### src/design/kmds_pkg.sv
// Package for the keypad matrix scanner: field widths, codes and shared types.
package kmds_pkg;

    // Fixed field widths
    localparam int LEVEL_W = 5;
    localparam int HELD_W  = 25;
    localparam int CNT_W   = 16;
    localparam int LKEY_W  = 5;
    localparam int DRIVE_W = 5;
    localparam int KIND_W  = 2;
    localparam int KIDX_W  = 5;
    // Key number inside the block; covers up to 8 x 8 keys
    localparam int KEY_W   = 6;

    // Event kinds
    localparam logic [KIND_W-1:0] KIND_NONE   = 2'd0;
    localparam logic [KIND_W-1:0] KIND_REL    = 2'd1;
    localparam logic [KIND_W-1:0] KIND_LONG_A = 2'd2;
    localparam logic [KIND_W-1:0] KIND_LONG_B = 2'd3;

    // Register indexes on the APB port
    localparam int REG_IDX_W = 3;
    localparam logic [REG_IDX_W-1:0] REG_PRESS_THR = 3'd0;
    localparam logic [REG_IDX_W-1:0] REG_COUNT_CAP = 3'd1;
    localparam logic [REG_IDX_W-1:0] REG_REL_LIMIT = 3'd2;
    localparam logic [REG_IDX_W-1:0] REG_LONG_KEYA = 3'd3;
    localparam logic [REG_IDX_W-1:0] REG_LONG_CNTA = 3'd4;
    localparam logic [REG_IDX_W-1:0] REG_LONG_KEYB = 3'd5;
    localparam logic [REG_IDX_W-1:0] REG_LONG_CNTB = 3'd6;
    localparam int PADDR_W = 5;
    localparam int PDATA_W = 32;

    // Register reset values
    localparam logic [CNT_W-1:0]  RST_PRESS_THR = 16'd1500;
    localparam logic [CNT_W-1:0]  RST_COUNT_CAP = 16'd60000;
    localparam logic [CNT_W-1:0]  RST_REL_LIMIT = 16'd50000;
    localparam logic [LKEY_W-1:0] RST_LONG_KEYA = 5'd21;
    localparam logic [CNT_W-1:0]  RST_LONG_CNTA = 16'd50000;
    localparam logic [LKEY_W-1:0] RST_LONG_KEYB = 5'd16;
    localparam logic [CNT_W-1:0]  RST_LONG_CNTB = 16'd5000;

    // Configuration seen by every lane
    typedef struct packed {
        logic [CNT_W-1:0]  press_thr;
        logic [CNT_W-1:0]  count_cap;
        logic [CNT_W-1:0]  rel_limit;
        logic [LKEY_W-1:0] long_key_a;
        logic [CNT_W-1:0]  long_cnt_a;
        logic [LKEY_W-1:0] long_key_b;
        logic [CNT_W-1:0]  long_cnt_b;
    } t_cfg;

    // What one column lane found for the current row
    typedef struct packed {
        logic [KIND_W-1:0] kind;
        logic              set_held;
        logic [KEY_W-1:0]  key;
    } t_lane_res;

    // Merged outcome of the row
    typedef struct packed {
        logic [KIND_W-1:0] kind;
        logic [KEY_W-1:0]  key;
    } t_merge_res;

endpackage

### src/design/kmds_if.sv
// Handshake channels of the keypad matrix scanner: sample input and result output.
interface kmds_in_if;
    logic                        valid;
    logic                        ready;
    logic [kmds_pkg::LEVEL_W-1:0] column_levels;
    logic [kmds_pkg::HELD_W-1:0]  flag_clear_mask;

    modport source (output valid, output column_levels, output flag_clear_mask, input ready);
    modport sink   (input valid, input column_levels, input flag_clear_mask, output ready);
endinterface

interface kmds_out_if;
    logic                        valid;
    logic                        ready;
    logic [kmds_pkg::DRIVE_W-1:0] row_drive;
    logic [kmds_pkg::KIND_W-1:0]  event_kind;
    logic [kmds_pkg::KIDX_W-1:0]  key_index;
    logic [kmds_pkg::HELD_W-1:0]  held_flags;

    modport source (output valid, output row_drive, output event_kind, output key_index,
                    output held_flags, input ready);
    modport sink   (input valid, input row_drive, input event_kind, input key_index,
                    input held_flags, output ready);
endinterface

### src/design/keypad_matrix_debounce_scanner.sv
// Top level of the keypad matrix scanner: config registers, lanes, row pointer, output register.
//
// Usage: each item on i_in carries the column levels sampled for the row that the
// previous result's row_drive selected, plus a mask of held flags to clear. Each item
// yields exactly one result on o_out: the one-hot drive for the next row, an event
// (release, long press a, long press b, or none) with its key index, and the held flags.
// The result of an item is valid in the cycle after acceptance.
// Throughput is one item per cycle while the receiver takes the results; the hold counters
// of a row are updated by one lane per column, and the next item depends on that update
// and on the row pointer, both of which settle at the same edge.
// i_in.ready is high whenever the output register is empty or being taken, so a stalled
// receiver holds the current result and stops intake after one item.
// Reset (synchronous, active low) clears all counters, held flags and the row pointer
// (scan begins at row 0) and loads the default register values; no clearing pass.
// Registers are written over APB at byte address 4*index; reads return their values.
module keypad_matrix_debounce_scanner #(
    parameter int ROWS = 5,
    parameter int COLS = 5
) (
    input  logic                             i_clk,
    input  logic                             i_rst_n,
    input  logic                             psel,
    input  logic                             penable,
    input  logic                             pwrite,
    input  logic [kmds_pkg::PADDR_W-1:0]     paddr,
    input  logic [kmds_pkg::PDATA_W-1:0]     pwdata,
    output logic [kmds_pkg::PDATA_W-1:0]     prdata,
    output logic                             pready,
    kmds_in_if.sink                          i_in,
    kmds_out_if.source                       o_out
);
    import kmds_pkg::*;

    localparam int RW = (ROWS > 1) ? $clog2(ROWS) : 1;

    t_cfg              r_cfg;
    logic [REG_IDX_W-1:0] reg_idx;
    logic              cfg_wr;

    logic [RW-1:0]     r_row;
    logic [RW-1:0]     n_row;
    logic [HELD_W-1:0] r_held;
    logic [HELD_W-1:0] n_held;
    logic              acc_in;

    t_lane_res         lane_res [COLS];
    t_merge_res        merge_res;
    logic [COLS-1:0]   commit;

    logic              r_valid;
    logic [DRIVE_W-1:0] r_drive;
    logic [DRIVE_W-1:0] n_drive;
    logic [KIND_W-1:0] r_kind;
    logic [KIDX_W-1:0] r_kidx;
    logic [HELD_W-1:0] r_oheld;

    // Configuration port
    assign pready  = 1'b1;
    assign reg_idx = paddr[PADDR_W-1:2];
    assign cfg_wr  = psel && penable && pwrite && pready;

    always_ff @(posedge i_clk) begin
        if (!i_rst_n) begin
            r_cfg.press_thr  <= RST_PRESS_THR;
            r_cfg.count_cap  <= RST_COUNT_CAP;
            r_cfg.rel_limit  <= RST_REL_LIMIT;
            r_cfg.long_key_a <= RST_LONG_KEYA;
            r_cfg.long_cnt_a <= RST_LONG_CNTA;
            r_cfg.long_key_b <= RST_LONG_KEYB;
            r_cfg.long_cnt_b <= RST_LONG_CNTB;
        end else if (cfg_wr) begin
            case (reg_idx)
                REG_PRESS_THR: r_cfg.press_thr  <= pwdata[CNT_W-1:0];
                REG_COUNT_CAP: r_cfg.count_cap  <= pwdata[CNT_W-1:0];
                REG_REL_LIMIT: r_cfg.rel_limit  <= pwdata[CNT_W-1:0];
                REG_LONG_KEYA: r_cfg.long_key_a <= pwdata[LKEY_W-1:0];
                REG_LONG_CNTA: r_cfg.long_cnt_a <= pwdata[CNT_W-1:0];
                REG_LONG_KEYB: r_cfg.long_key_b <= pwdata[LKEY_W-1:0];
                REG_LONG_CNTB: r_cfg.long_cnt_b <= pwdata[CNT_W-1:0];
                default: ;
            endcase
        end
    end

    // Register read mux
    always_comb begin
        case (reg_idx)
            REG_PRESS_THR: prdata = PDATA_W'(r_cfg.press_thr);
            REG_COUNT_CAP: prdata = PDATA_W'(r_cfg.count_cap);
            REG_REL_LIMIT: prdata = PDATA_W'(r_cfg.rel_limit);
            REG_LONG_KEYA: prdata = PDATA_W'(r_cfg.long_key_a);
            REG_LONG_CNTA: prdata = PDATA_W'(r_cfg.long_cnt_a);
            REG_LONG_KEYB: prdata = PDATA_W'(r_cfg.long_key_b);
            REG_LONG_CNTB: prdata = PDATA_W'(r_cfg.long_cnt_b);
            default:       prdata = '0;
        endcase
    end

    // Intake whenever the output register frees up
    assign i_in.ready = !r_valid || o_out.ready;
    assign acc_in     = i_in.valid && i_in.ready;

    // Column lanes
    for (genvar c = 0; c < COLS; c++) begin : g_lane
        logic pressed;
        if (c < LEVEL_W) begin : g_col
            assign pressed = i_in.column_levels[c];
        end else begin : g_nocol
            assign pressed = 1'b0;
        end
        kmds_lane #(
            .ROWS (ROWS),
            .COLS (COLS),
            .COL  (c)
        ) u_lane (
            .i_clk     (i_clk),
            .i_rst_n   (i_rst_n),
            .i_cfg     (r_cfg),
            .i_row     (r_row),
            .i_pressed (pressed),
            .i_commit  (acc_in && commit[c]),
            .o_res     (lane_res[c])
        );
    end

    kmds_merge #(
        .COLS (COLS)
    ) u_merge (
        .i_lane   (lane_res),
        .o_res    (merge_res),
        .o_commit (commit)
    );

    // Held flags: clear first, then latch keys reaching the threshold
    always_comb begin
        n_held = r_held & ~i_in.flag_clear_mask;
        for (int c = 0; c < COLS; c++) begin
            if (commit[c] && lane_res[c].set_held && lane_res[c].key < KEY_W'(HELD_W)) begin
                n_held[lane_res[c].key[KIDX_W-1:0]] = 1'b1;
            end
        end
    end

    // Next row: restart on any event, else advance and wrap
    always_comb begin
        if (merge_res.kind != KIND_NONE || int'(r_row) >= ROWS - 1) begin
            n_row = '0;
        end else begin
            n_row = r_row + RW'(1);
        end
        for (int i = 0; i < DRIVE_W; i++) begin
            n_drive[i] = (int'(n_row) == i);
        end
    end

    always_ff @(posedge i_clk) begin
        if (!i_rst_n) begin
            r_row  <= '0;
            r_held <= '0;
        end else if (acc_in) begin
            r_row  <= n_row;
            r_held <= n_held;
        end
    end

    // Output register
    always_ff @(posedge i_clk) begin
        if (!i_rst_n) begin
            r_valid <= 1'b0;
        end else if (acc_in) begin
            r_valid <= 1'b1;
        end else if (o_out.ready) begin
            r_valid <= 1'b0;
        end
    end

    always_ff @(posedge i_clk) begin
        if (acc_in) begin
            r_drive <= n_drive;
            r_kind  <= merge_res.kind;
            r_kidx  <= merge_res.key[KIDX_W-1:0];
            r_oheld <= n_held;
        end
    end

    assign o_out.valid      = r_valid;
    assign o_out.row_drive  = r_drive;
    assign o_out.event_kind = r_kind;
    assign o_out.key_index  = r_kidx;
    assign o_out.held_flags = r_oheld;

`ifndef SYNTHESIS
    // an event always sends the scan back to row 0
    a_event_row0: assert property (@(posedge i_clk) disable iff (!i_rst_n)
        (o_out.valid && o_out.event_kind != KIND_NONE) |-> (o_out.row_drive == DRIVE_W'(1)))
        else $error("event result does not restart at row 0");

    // no event means no key index
    a_none_key0: assert property (@(posedge i_clk) disable iff (!i_rst_n)
        (o_out.valid && o_out.event_kind == KIND_NONE) |-> (o_out.key_index == '0))
        else $error("key index set without event");

    // row pointer and held flags move only with an accepted item
    a_state_hold: assert property (@(posedge i_clk) disable iff (!i_rst_n)
        !acc_in |=> ($stable(r_row) && $stable(r_held)))
        else $error("scan state changed without an item");

    // row pointer stays inside the matrix
    a_row_range: assert property (@(posedge i_clk) disable iff (!i_rst_n)
        int'(r_row) < ROWS)
        else $error("row pointer out of range");
`endif

endmodule

### src/design/kmds_lane.sv
// One column lane: hold counters of its column and the per-key debounce decision.
module kmds_lane #(
    parameter int ROWS = 5,
    parameter int COLS = 5,
    parameter int COL  = 0
) (
    input  logic                  i_clk,
    input  logic                  i_rst_n,
    input  kmds_pkg::t_cfg        i_cfg,
    input  logic [((ROWS > 1) ? $clog2(ROWS) : 1)-1:0] i_row,
    input  logic                  i_pressed,
    input  logic                  i_commit,
    output kmds_pkg::t_lane_res   o_res
);
    import kmds_pkg::*;

    logic [CNT_W-1:0] r_cnt [ROWS];
    logic [CNT_W-1:0] cnt;
    logic [CNT_W-1:0] inc;
    logic [CNT_W-1:0] n_cnt;
    logic             wr;
    logic [KEY_W-1:0] key;

    assign cnt = r_cnt[i_row];
    assign inc = cnt + CNT_W'(1);
    assign key = KEY_W'(i_row) * KEY_W'(COLS) + KEY_W'(COL);

    // Count up while pressed, clear on release, flag events
    always_comb begin
        o_res.key      = key;
        o_res.kind     = KIND_NONE;
        o_res.set_held = 1'b0;
        n_cnt          = '0;
        wr             = 1'b0;
        if (i_pressed) begin
            if (cnt < i_cfg.count_cap) begin
                n_cnt          = inc;
                wr             = 1'b1;
                o_res.set_held = (inc == i_cfg.press_thr);
                if (key == KEY_W'(i_cfg.long_key_a) && inc == i_cfg.long_cnt_a) begin
                    o_res.kind = KIND_LONG_A;
                end else if (key == KEY_W'(i_cfg.long_key_b) && inc == i_cfg.long_cnt_b) begin
                    o_res.kind = KIND_LONG_B;
                end
            end
        end else begin
            wr = 1'b1;
            // column 1 keys held very long give no release event
            if (cnt > i_cfg.press_thr && (COL != 1 || cnt < i_cfg.rel_limit)) begin
                o_res.kind = KIND_REL;
            end
        end
    end

    // Counter storage, one entry per row
    always_ff @(posedge i_clk) begin
        if (!i_rst_n) begin
            for (int r = 0; r < ROWS; r++) begin
                r_cnt[r] <= '0;
            end
        end else if (i_commit && wr) begin
            r_cnt[i_row] <= n_cnt;
        end
    end

endmodule

### src/design/kmds_merge.sv
// Merge stage: picks the lowest column with an event and gates the later lanes.
module kmds_merge #(
    parameter int COLS = 5
) (
    input  kmds_pkg::t_lane_res  i_lane [COLS],
    output kmds_pkg::t_merge_res o_res,
    output logic [COLS-1:0]      o_commit
);
    import kmds_pkg::*;

    logic found;

    // Column priority: the first event ends the row
    always_comb begin
        found     = 1'b0;
        o_res     = '0;
        o_commit  = '0;
        for (int c = 0; c < COLS; c++) begin
            o_commit[c] = !found;
            if (!found && i_lane[c].kind != KIND_NONE) begin
                o_res.kind = i_lane[c].kind;
                o_res.key  = i_lane[c].key;
                found      = 1'b1;
            end
        end
    end

endmodule
### src/flat_wrapper.sv
// flat-port wrapper written by rule: the top's interface ports become plain ports
module keypad_matrix_debounce_scanner_flat import kmds_pkg::*;
#(
    parameter int ROWS = 5,
    parameter int COLS = 5
)
  (i_clk, i_rst_n, psel, penable, pwrite, paddr, pwdata, prdata, pready, i_in_valid, i_in_column_levels, i_in_flag_clear_mask, i_in_ready, o_out_valid, o_out_row_drive, o_out_event_kind, o_out_key_index, o_out_held_flags, o_out_ready);
  kmds_in_if i_in_i ();
  kmds_out_if o_out_i ();
  input  logic i_clk;
  input  logic i_rst_n;
  input  logic psel;
  input  logic penable;
  input  logic pwrite;
  input  logic [kmds_pkg::PADDR_W-1:0] paddr;
  input  logic [kmds_pkg::PDATA_W-1:0] pwdata;
  output logic [kmds_pkg::PDATA_W-1:0] prdata;
  output logic pready;
  input wire logic [$bits(i_in_i.valid)-1:0] i_in_valid;
  input wire logic [$bits(i_in_i.column_levels)-1:0] i_in_column_levels;
  input wire logic [$bits(i_in_i.flag_clear_mask)-1:0] i_in_flag_clear_mask;
  output wire logic [$bits(i_in_i.ready)-1:0] i_in_ready;
  output wire logic [$bits(o_out_i.valid)-1:0] o_out_valid;
  output wire logic [$bits(o_out_i.row_drive)-1:0] o_out_row_drive;
  output wire logic [$bits(o_out_i.event_kind)-1:0] o_out_event_kind;
  output wire logic [$bits(o_out_i.key_index)-1:0] o_out_key_index;
  output wire logic [$bits(o_out_i.held_flags)-1:0] o_out_held_flags;
  input wire logic [$bits(o_out_i.ready)-1:0] o_out_ready;
  assign i_in_i.valid = i_in_valid;
  assign i_in_i.column_levels = i_in_column_levels;
  assign i_in_i.flag_clear_mask = i_in_flag_clear_mask;
  assign i_in_ready = i_in_i.ready;
  assign o_out_valid = o_out_i.valid;
  assign o_out_row_drive = o_out_i.row_drive;
  assign o_out_event_kind = o_out_i.event_kind;
  assign o_out_key_index = o_out_i.key_index;
  assign o_out_held_flags = o_out_i.held_flags;
  assign o_out_i.ready = o_out_ready;
  keypad_matrix_debounce_scanner #(.ROWS(ROWS), .COLS(COLS)) u_core (.i_clk(i_clk), .i_rst_n(i_rst_n), .psel(psel), .penable(penable), .pwrite(pwrite), .paddr(paddr), .pwdata(pwdata), .prdata(prdata), .pready(pready), .i_in(i_in_i), .o_out(o_out_i));
endmodule
### config.mk
export PLATFORM = sky130hd
export DESIGN_NAME = keypad_matrix_debounce_scanner_flat
export DESIGN_NICKNAME = d
export VERILOG_FILES = /design/src/design/kmds_pkg.sv /design/src/design/kmds_if.sv /design/src/design/keypad_matrix_debounce_scanner.sv /design/src/design/kmds_lane.sv /design/src/design/kmds_merge.sv /design/src/flat_wrapper.sv
export SDC_FILE = /design/constraint.sdc
export NUM_CORES = 2
export LEC_CHECK = 0
export ABC_CLOCK_PERIOD_IN_PS = 10000
export BUFFER_PORTS_ARGS = -buffer_cell sky130_fd_sc_hd__buf_4
export CAP_MARGIN = 5
export CELL_PAD_IN_SITES_DETAIL_PLACEMENT = 1
export CELL_PAD_IN_SITES_GLOBAL_PLACEMENT = 2
export CORE_MARGIN = 2
export CORE_UTILIZATION = 41
export CTS_CLUSTER_SIZE = 40
export DETAILED_ROUTE_END_ITERATION = 7
export HOLD_SLACK_MARGIN = 0.1
export PLACE_DENSITY = 0.79
export RECOVER_POWER = 25
export SLEW_MARGIN = 20
export SYNTH_ARGS = -nofsm -noshare
export SYNTH_HDL_FRONTEND = slang
export SYNTH_SLANG_ARGS = --single-unit
### constraint.sdc
create_clock -name i_clk -period 10 [get_ports i_clk]
set_clock_uncertainty 0.05 [all_clocks]
set_input_delay 1 -clock i_clk [delete_from_list [all_inputs] [get_ports i_clk]]
set_output_delay 1 -clock i_clk [all_outputs]
set_load 0.02 [all_outputs]
# Word level (Yosys, flattened, before mapping)

Memories as Yosys holds them, arrays and structs flattened. A register that Yosys moved wholly into a read port is not among the register bits.
Index checks and enable logic that the tools add are counted.

Flip-flop bits (word level): 156
Bits in writable memories: 400
Bits of input ports: 74
Logic and storage cells: 287
Memories kept: 5

Memory list:

| name                          | words | width | read ports | clocked after memory_dff | wr ports | RTL line        | source |
|---|---|---|---|---|---|---|---|
| u_core.g_lane[0].u_lane.r_cnt | 5     | 16    | 1          | 1                        | 5        | kmds_lane.sv:17 | `logic [CNT_W-1:0] r_cnt [ROWS];` |
| u_core.g_lane[1].u_lane.r_cnt | 5     | 16    | 1          | 1                        | 5        | kmds_lane.sv:17 |  |
| u_core.g_lane[2].u_lane.r_cnt | 5     | 16    | 1          | 1                        | 5        | kmds_lane.sv:17 |  |
| u_core.g_lane[3].u_lane.r_cnt | 5     | 16    | 1          | 1                        | 5        | kmds_lane.sv:17 |  |
| u_core.g_lane[4].u_lane.r_cnt | 5     | 16    | 1          | 1                        | 5        | kmds_lane.sv:17 |  |

$add $sub $neg: 10
$mul: 1
Magnitude comparators: 27
Equal/unequal tests: 35
Muxes and demuxes: 119
Bitwise operators: 7
Reductions and logical operators: 69

Operator list:

| cell                    | count |
|---|---|
| $eq A16 B16 Y1          | 15 |
| $mux W16                | 15 |
| $mux W25                | 5 |
| $or A25 B25 Y25         | 5 |
| $pmux W16 S7            | 1 |
| $lt A16 B16 Y1          | 6 |
| $add A16 B1 Y16 const B | 5 |
| $gt A16 B16 Y1          | 5 |
| $reduce_or A16 Y1       | 5 |
| $mux W3                 | 21 |
| $eq A6 B5 Y1            | 10 |
| $mux W1                 | 52 |
| $logic_and A1 B1 Y1     | 41 |
| $mux W8                 | 5 |
| $lt A5 B6 Y1 const B    | 5 |
| $lt A6 B5 Y1 const B    | 5 |
| $mux W2                 | 15 |
| $and A25 B25 Y25        | 1 |
| $demux W1 S5            | 5 |
| $ge A5 B1 Y1 const B    | 5 |
| $not A25 Y25            | 1 |
| $eq A3 B3 Y1 const B    | 6 |
| $reduce_and A2 Y1       | 7 |
| $reduce_bool A2 Y1      | 7 |
| 11 further kinds        | 20 |

# Longest topological paths before layout

Word-level depth: 26
Gate-level depth with buffers: 26
Mapped depth without buffers: 18

# Modules after synthesis

A second synthesis with hierarchy kept.

Cells, all modules: 4372
Area total of the unflattened synthesis: 47992.3 um^2

By module, submodules not included:

| module                               | times used | cells an instance | area each (um^2) | sequential area each (um^2) |
|---|---|---|---|---|
| kmds_lane at u_core.g_lane[1].u_lane | 1          | 698               | 8172.8           | 3843.7 |
| kmds_lane at u_core.g_lane[3].u_lane | 1          | 674               | 8023.9           | 3843.7 |
| keypad_matrix_debounce_scanner       | 1          | 925               | 7931.4           | 3493.4 |
| kmds_lane at u_core.g_lane[0].u_lane | 1          | 665               | 7873.8           | 3843.7 |
| kmds_lane at u_core.g_lane[4].u_lane | 1          | 665               | 7857.5           | 3843.7 |
| kmds_lane at u_core.g_lane[2].u_lane | 1          | 667               | 7672.4           | 3843.7 |
| kmds_merge                           | 1          | 78                | 460.4            | 0.0 |

# Worst setup path before layout

Ideal clock, no wire load.

Kind: reg-to-reg
From: register (tool-made name)
To: memory u_core.g_lane[4].u_lane.r_cnt[5][0] (enable)
Library setup time: 390 ps
Arrival time: 5911 ps
Required time: 9560 ps
Path slack: 3648 ps
Stages on the path, launching flop included: 24
Buffers on the path: 7
Path through: dfxtp_1 buf_4 buf_6 buf_4 buf_4 clkbuf_1 buf_1 mux4_2 mux2i_1 inv_1 ha_1 nand4_1 nor4_1 a221oi_1 and2_1 and2_1 clkbuf_1 nand2_1 nand4b_1 nor4_2 nor3_2 nand4_4 a211oi_2 nor2b_1

RTL lines:

| what          | RTL line |
|---|---|
| end, declared | kmds_lane.sv:17 |

==> reports/summary.md <==
- status: finished with violations
- violations in the final reports: capacitance limit, slew limit
- fraction of registers with async set or reset after synthesis: 0%
- pin count of the biggest net entering global routing: 85
- total DRC errors in the routed layout: 0
- worst-margin pin slew: 3.79 ns
- Critical Path Fanout Max: 49
- initial standard-cell utilization of the core: 41.3%
- min-delay worst type: reg -> reg
- count of endpoints failing hold in the final timing report: 0
- area leader, netlist: sky130_fd_sc_hd__edfxtp_1
- wire length of the first global-routing pass: 275 mm
- final net count: 4673
- residual overflow from global routing: 0
- Yosys cell types: 120
- # fillers: 12500
- fraction of post-synthesis cell area in the top cell type by area: 42.4%
- ys flop type: sky130_fd_sc_hd__edfxtp_1
- netlist area before placement: 48000 sq um
- sort of element at the end of the critical path: register
- setup TNS after final layout: 0 ns
- aggregate global-route resource usage: 31.6%
- leak pwr: 19.7 nW
- Worst setup SP type: register
- Placed Cells incl. Taps: 5847
- total wire length: 192 mm
- final period utilization: 88.5%
- max-slew violations: 287
- Max clock buf depth: 3
- synth warn: 0
- clock slew seen by the registers of the worst setup and hold paths: 0.06 ns
- post-cts sizing count: 0
- Highest Clock Rate: 113 MHz
- Avg WL per Cell: 32.0 um
- main area contributors after synthesis: sky130_fd_sc_hd__edfxtp_1 (42%), sky130_fd_sc_hd__mux4_2 (6.4%), sky130_fd_sc_hd__dfxtp_1 (5.1%)
- antenna-violating nets left: 0
- worst endpoint required time: 10.32 ns
- site row count: 125
- clock power share: 31.8%
- core occupancy in the finished layout: 45.9%
- cell area after layout: 53200 sq um
- number of enable flip-flop cells after synthesis: 677
- Peak supply drop: 121 uV
- post-DP HPWL: 136 mm
- CTS tree: done
- number of antenna violations at the first check in global routing: 7
- antenna fix cells: 0
- count of input and output buffers: 110
- count of endpoints failing setup in the final report: 0
- syn avg cell area: 11.2 sq um
- core area: 116000 sq um
- maximum capacitance violations: 6
- combinational cell fraction of total power: 29.6%
- total power divided by cell area: 188 nW/um^2
- vias post-DR: 37300
- H-tree Lvls: 3
- die height: 346 um
- count of state elements after synthesis: 799
- type of the setup path with the least slack: reg -> reg
- Data arrival, critical path: 9.16 ns
- switching pwr: 3.40 mW
- CTS Hold Bufs: 0
- P_int: 6.60 mW
- Post-Syn Instances: 4294
- Non-Filler Instances: 6003
- routed via count divided by cell count: 6.22
- drt first-iter violations: 3894
- Post-Place Cell Area: 50700 sq um
- sequential area share after synthesis: 47.5%
- Slew headroom: -153%
- unrepaired setup endpoints after global routing: false
- detailed-routing iteration count for the pre-antenna-repair pass: 5
- clock period minus final worst setup slack: 8.85 ns
- clock sinks: 799
- final weighted congestion in routability-driven placement: 1.01
- clock buffers created by TritonCTS: 86
- Switching Share: 34.0%
- fraction of final layout cells with drive strength greater than 1: 13.6%
- Area growth syn-to-layout: 11.0%
- die extent in x: 346 um
- Root Buffer Master: sky130_fd_sc_hd__clkbuf_16
- Sequential Power Share: 38.6%
- area of the die: 120000 sq um
- via count of the first global-routing pass: 37800
- Clock Latency Late Sink: 0.72 ns
- number of ports placed on the die boundary: 146
- number of buffers added for setup after CTS: 0
-- worst paths after layout --
path	end	start	cells after the start	slack (ns)
hold / removal	u_core.r_cfg[68]	u_core.r_cfg[68]	2	0.44
setup reg to reg	u_core.g_lane[2].u_lane.r_cnt[6][7]	register	20	1.15
hold reg to reg	u_core.r_cfg[68]	u_core.r_cfg[68]	2	0.44
setup / recovery	u_core.g_lane[2].u_lane.r_cnt[6][7]	register	20	1.15
-- metal layers --
layer | GRT usage, % | vias up | part of all wire [%]
met5 | 0 | - | 0.018
met4 | 15.5 | 6 | 5.4
met3 | 5.40 | 393 | 8.7
met2 | 48.4 | 1734 | 44
met1 | 43.4 | 19100 | 42
li1 | - | 16100 | -
-- per-stage QoR --
stage	hold slack, ns	total power, mW	worst slack, ns
6_report	0.443	10.0	1.15
5_1_grt	0.469	10.4	0.628
4_1_cts	0.439	10.0	1.61
3_5_place_dp	0.430	6.83	1.66
3_3_place_gp	0.419	6.77	1.73
2_1_floorplan	0.403	5.85	3.65
-- worst max-delay path, stage by stage, from the launching register on --
cell	delay [ns]
sky130_fd_sc_hd__dfxtp_4	0.61
sky130_fd_sc_hd__buf_12	0.38
sky130_fd_sc_hd__mux4_2	0.60
sky130_fd_sc_hd__mux2i_1	0.65
sky130_fd_sc_hd__inv_1	0.23
sky130_fd_sc_hd__ha_1	0.37
sky130_fd_sc_hd__nand4_1	0.10
sky130_fd_sc_hd__a221oi_1	0.24
sky130_fd_sc_hd__nor2_1	0.10
sky130_fd_sc_hd__o31ai_1	0.31
sky130_fd_sc_hd__nor2_1	0.07
sky130_fd_sc_hd__clkbuf_1	0.40
sky130_fd_sc_hd__and4_1	0.31
sky130_fd_sc_hd__nand4_1	0.12
sky130_fd_sc_hd__o22ai_2	0.16
sky130_fd_sc_hd__nor2_2	0.88
sky130_fd_sc_hd__nand2_1	0.63
sky130_fd_sc_hd__a211oi_1	1.05
sky130_fd_sc_hd__inv_1	0.23
sky130_fd_sc_hd__nor2_1	0.59
sky130_fd_sc_hd__buf_4	0.36
-- flip-flops by register name (all words and copies together) (netlist names), named ones only --
signal / cells
u_core.o_out.held_flags: 25
u_core.o_out.valid: 1
u_core.g_lane.u_lane.r_cnt: 640
u_core.o_out.event_kind: 2
u_core.r_row: 3
u_core.r_held: 25
u_core.r_cfg: 90
u_core.o_out.key_index: 5
u_core.o_out.row_drive: 5
-- cell usage in the layout, fill, tap and decap left out, drive strengths merged, types with 14 or more instances in the layout --
| cell | netlist | routed |
|---|---|---|
| mux2 | 41 | 41 |
| o22ai | 24 | 24 |
| and3 | 20 | 20 |
| a211oi | 17 | 17 |
| or3 | 27 | 27 |
| inv | 226 | 232 |
| o21ai | 105 | 105 |
| a31oi | 42 | 42 |
| nand2b | 42 | 42 |
| a21oi | 116 | 116 |
| xor2 | 52 | 52 |
| ha | 187 | 187 |
| clkinv | 15 | 47 |
| nor2 | 543 | 543 |
| conb | 2 | 17 |
| nand4 | 96 | 96 |
| a2111oi | 15 | 15 |
| mux4 | 150 | 150 |
| edfxtp | 677 | 677 |
| and4 | 14 | 14 |
| a21boi | 53 | 53 |
| xnor2 | 194 | 194 |
| or2 | 27 | 27 |
| nor2b | 51 | 51 |
| nor4 | 58 | 58 |
| nand3 | 90 | 90 |
| and2 | 17 | 17 |
| mux2i | 104 | 104 |
| nor3 | 82 | 82 |
| buf | 103 | 193 |
| a21o | 41 | 41 |
| clkbuf | 146 | 182 |
| xnor3 | 58 | 58 |
| nand2 | 417 | 417 |
| a22oi | 49 | 49 |
| o21a | 34 | 34 |
| o211ai | 45 | 45 |
| dfxtp | 122 | 122 |
-- cells by family (layout without fill, tap and decap cells) --
kind of cell | Yosys count | after routing | share of synthesized area (%)
simple gates | 1545 | 1545 | 15.5
flops | 799 | 799 | 47.5
compound gates | 669 | 669 | 9.76
buf+inv | 490 | 660 | 4.62
xor+xnor | 306 | 306 | 7.32
mux | 295 | 295 | 10.3
fa+ha+maj | 188 | 188 | 4.92
other cells | 2 | 17 | 0.0157
-- synthesized netlist by cell type, types with 15 or more instances --
cell type	number
sky130_fd_sc_hd__and3_1	19
sky130_fd_sc_hd__or2_2	25
sky130_fd_sc_hd__mux2i_1	99
sky130_fd_sc_hd__o211ai_1	45
sky130_fd_sc_hd__or3_1	26
sky130_fd_sc_hd__a211oi_1	15
sky130_fd_sc_hd__a21boi_0	52
sky130_fd_sc_hd__and2_1	16
sky130_fd_sc_hd__xnor2_1	194
sky130_fd_sc_hd__nor4_1	51
sky130_fd_sc_hd__nor2_1	539
sky130_fd_sc_hd__buf_4	31
sky130_fd_sc_hd__xnor3_1	58
sky130_fd_sc_hd__nand3_1	87
sky130_fd_sc_hd__ha_1	187
sky130_fd_sc_hd__nand2_1	409
sky130_fd_sc_hd__o21ai_0	104
sky130_fd_sc_hd__a21o_1	41
sky130_fd_sc_hd__inv_1	221
sky130_fd_sc_hd__o22ai_1	22
sky130_fd_sc_hd__dfxtp_1	122
sky130_fd_sc_hd__nand4_1	92
sky130_fd_sc_hd__a21oi_1	116
sky130_fd_sc_hd__nor2b_1	50
sky130_fd_sc_hd__nor3_1	73
sky130_fd_sc_hd__clkbuf_1	146
sky130_fd_sc_hd__buf_2	27
sky130_fd_sc_hd__o21a_1	34
sky130_fd_sc_hd__mux4_2	137
sky130_fd_sc_hd__a22oi_1	46
sky130_fd_sc_hd__nand2b_1	42
sky130_fd_sc_hd__a31oi_1	41
sky130_fd_sc_hd__edfxtp_1	677
sky130_fd_sc_hd__xor2_1	52
sky130_fd_sc_hd__buf_1	22
sky130_fd_sc_hd__mux2_2	40
-- area by class of cell --
cell class	instances	area [sq um]	area share (%)
clock buffer	112	2330	4.38
clock inverter	44	459	0.863
inverter	241	906	1.70
multi-input combinational	3020	23100	43.4
sequential	799	22800	42.8
tap	1524	1910	3.58
timing repair buffer	263	1750	3.29
-- power by group through the flow --
stage	logic, mW	registers [mW]	clock network (mW)
CTS	2.92	3.86	3.23
floorplan	1.95	3.91	0
finish	2.96	3.86	3.18
detailed placement	2.90	3.93	0
global route	3.13	3.87	3.35
global placement	2.85	3.92	0
Power figures use the tool's default switching activity.
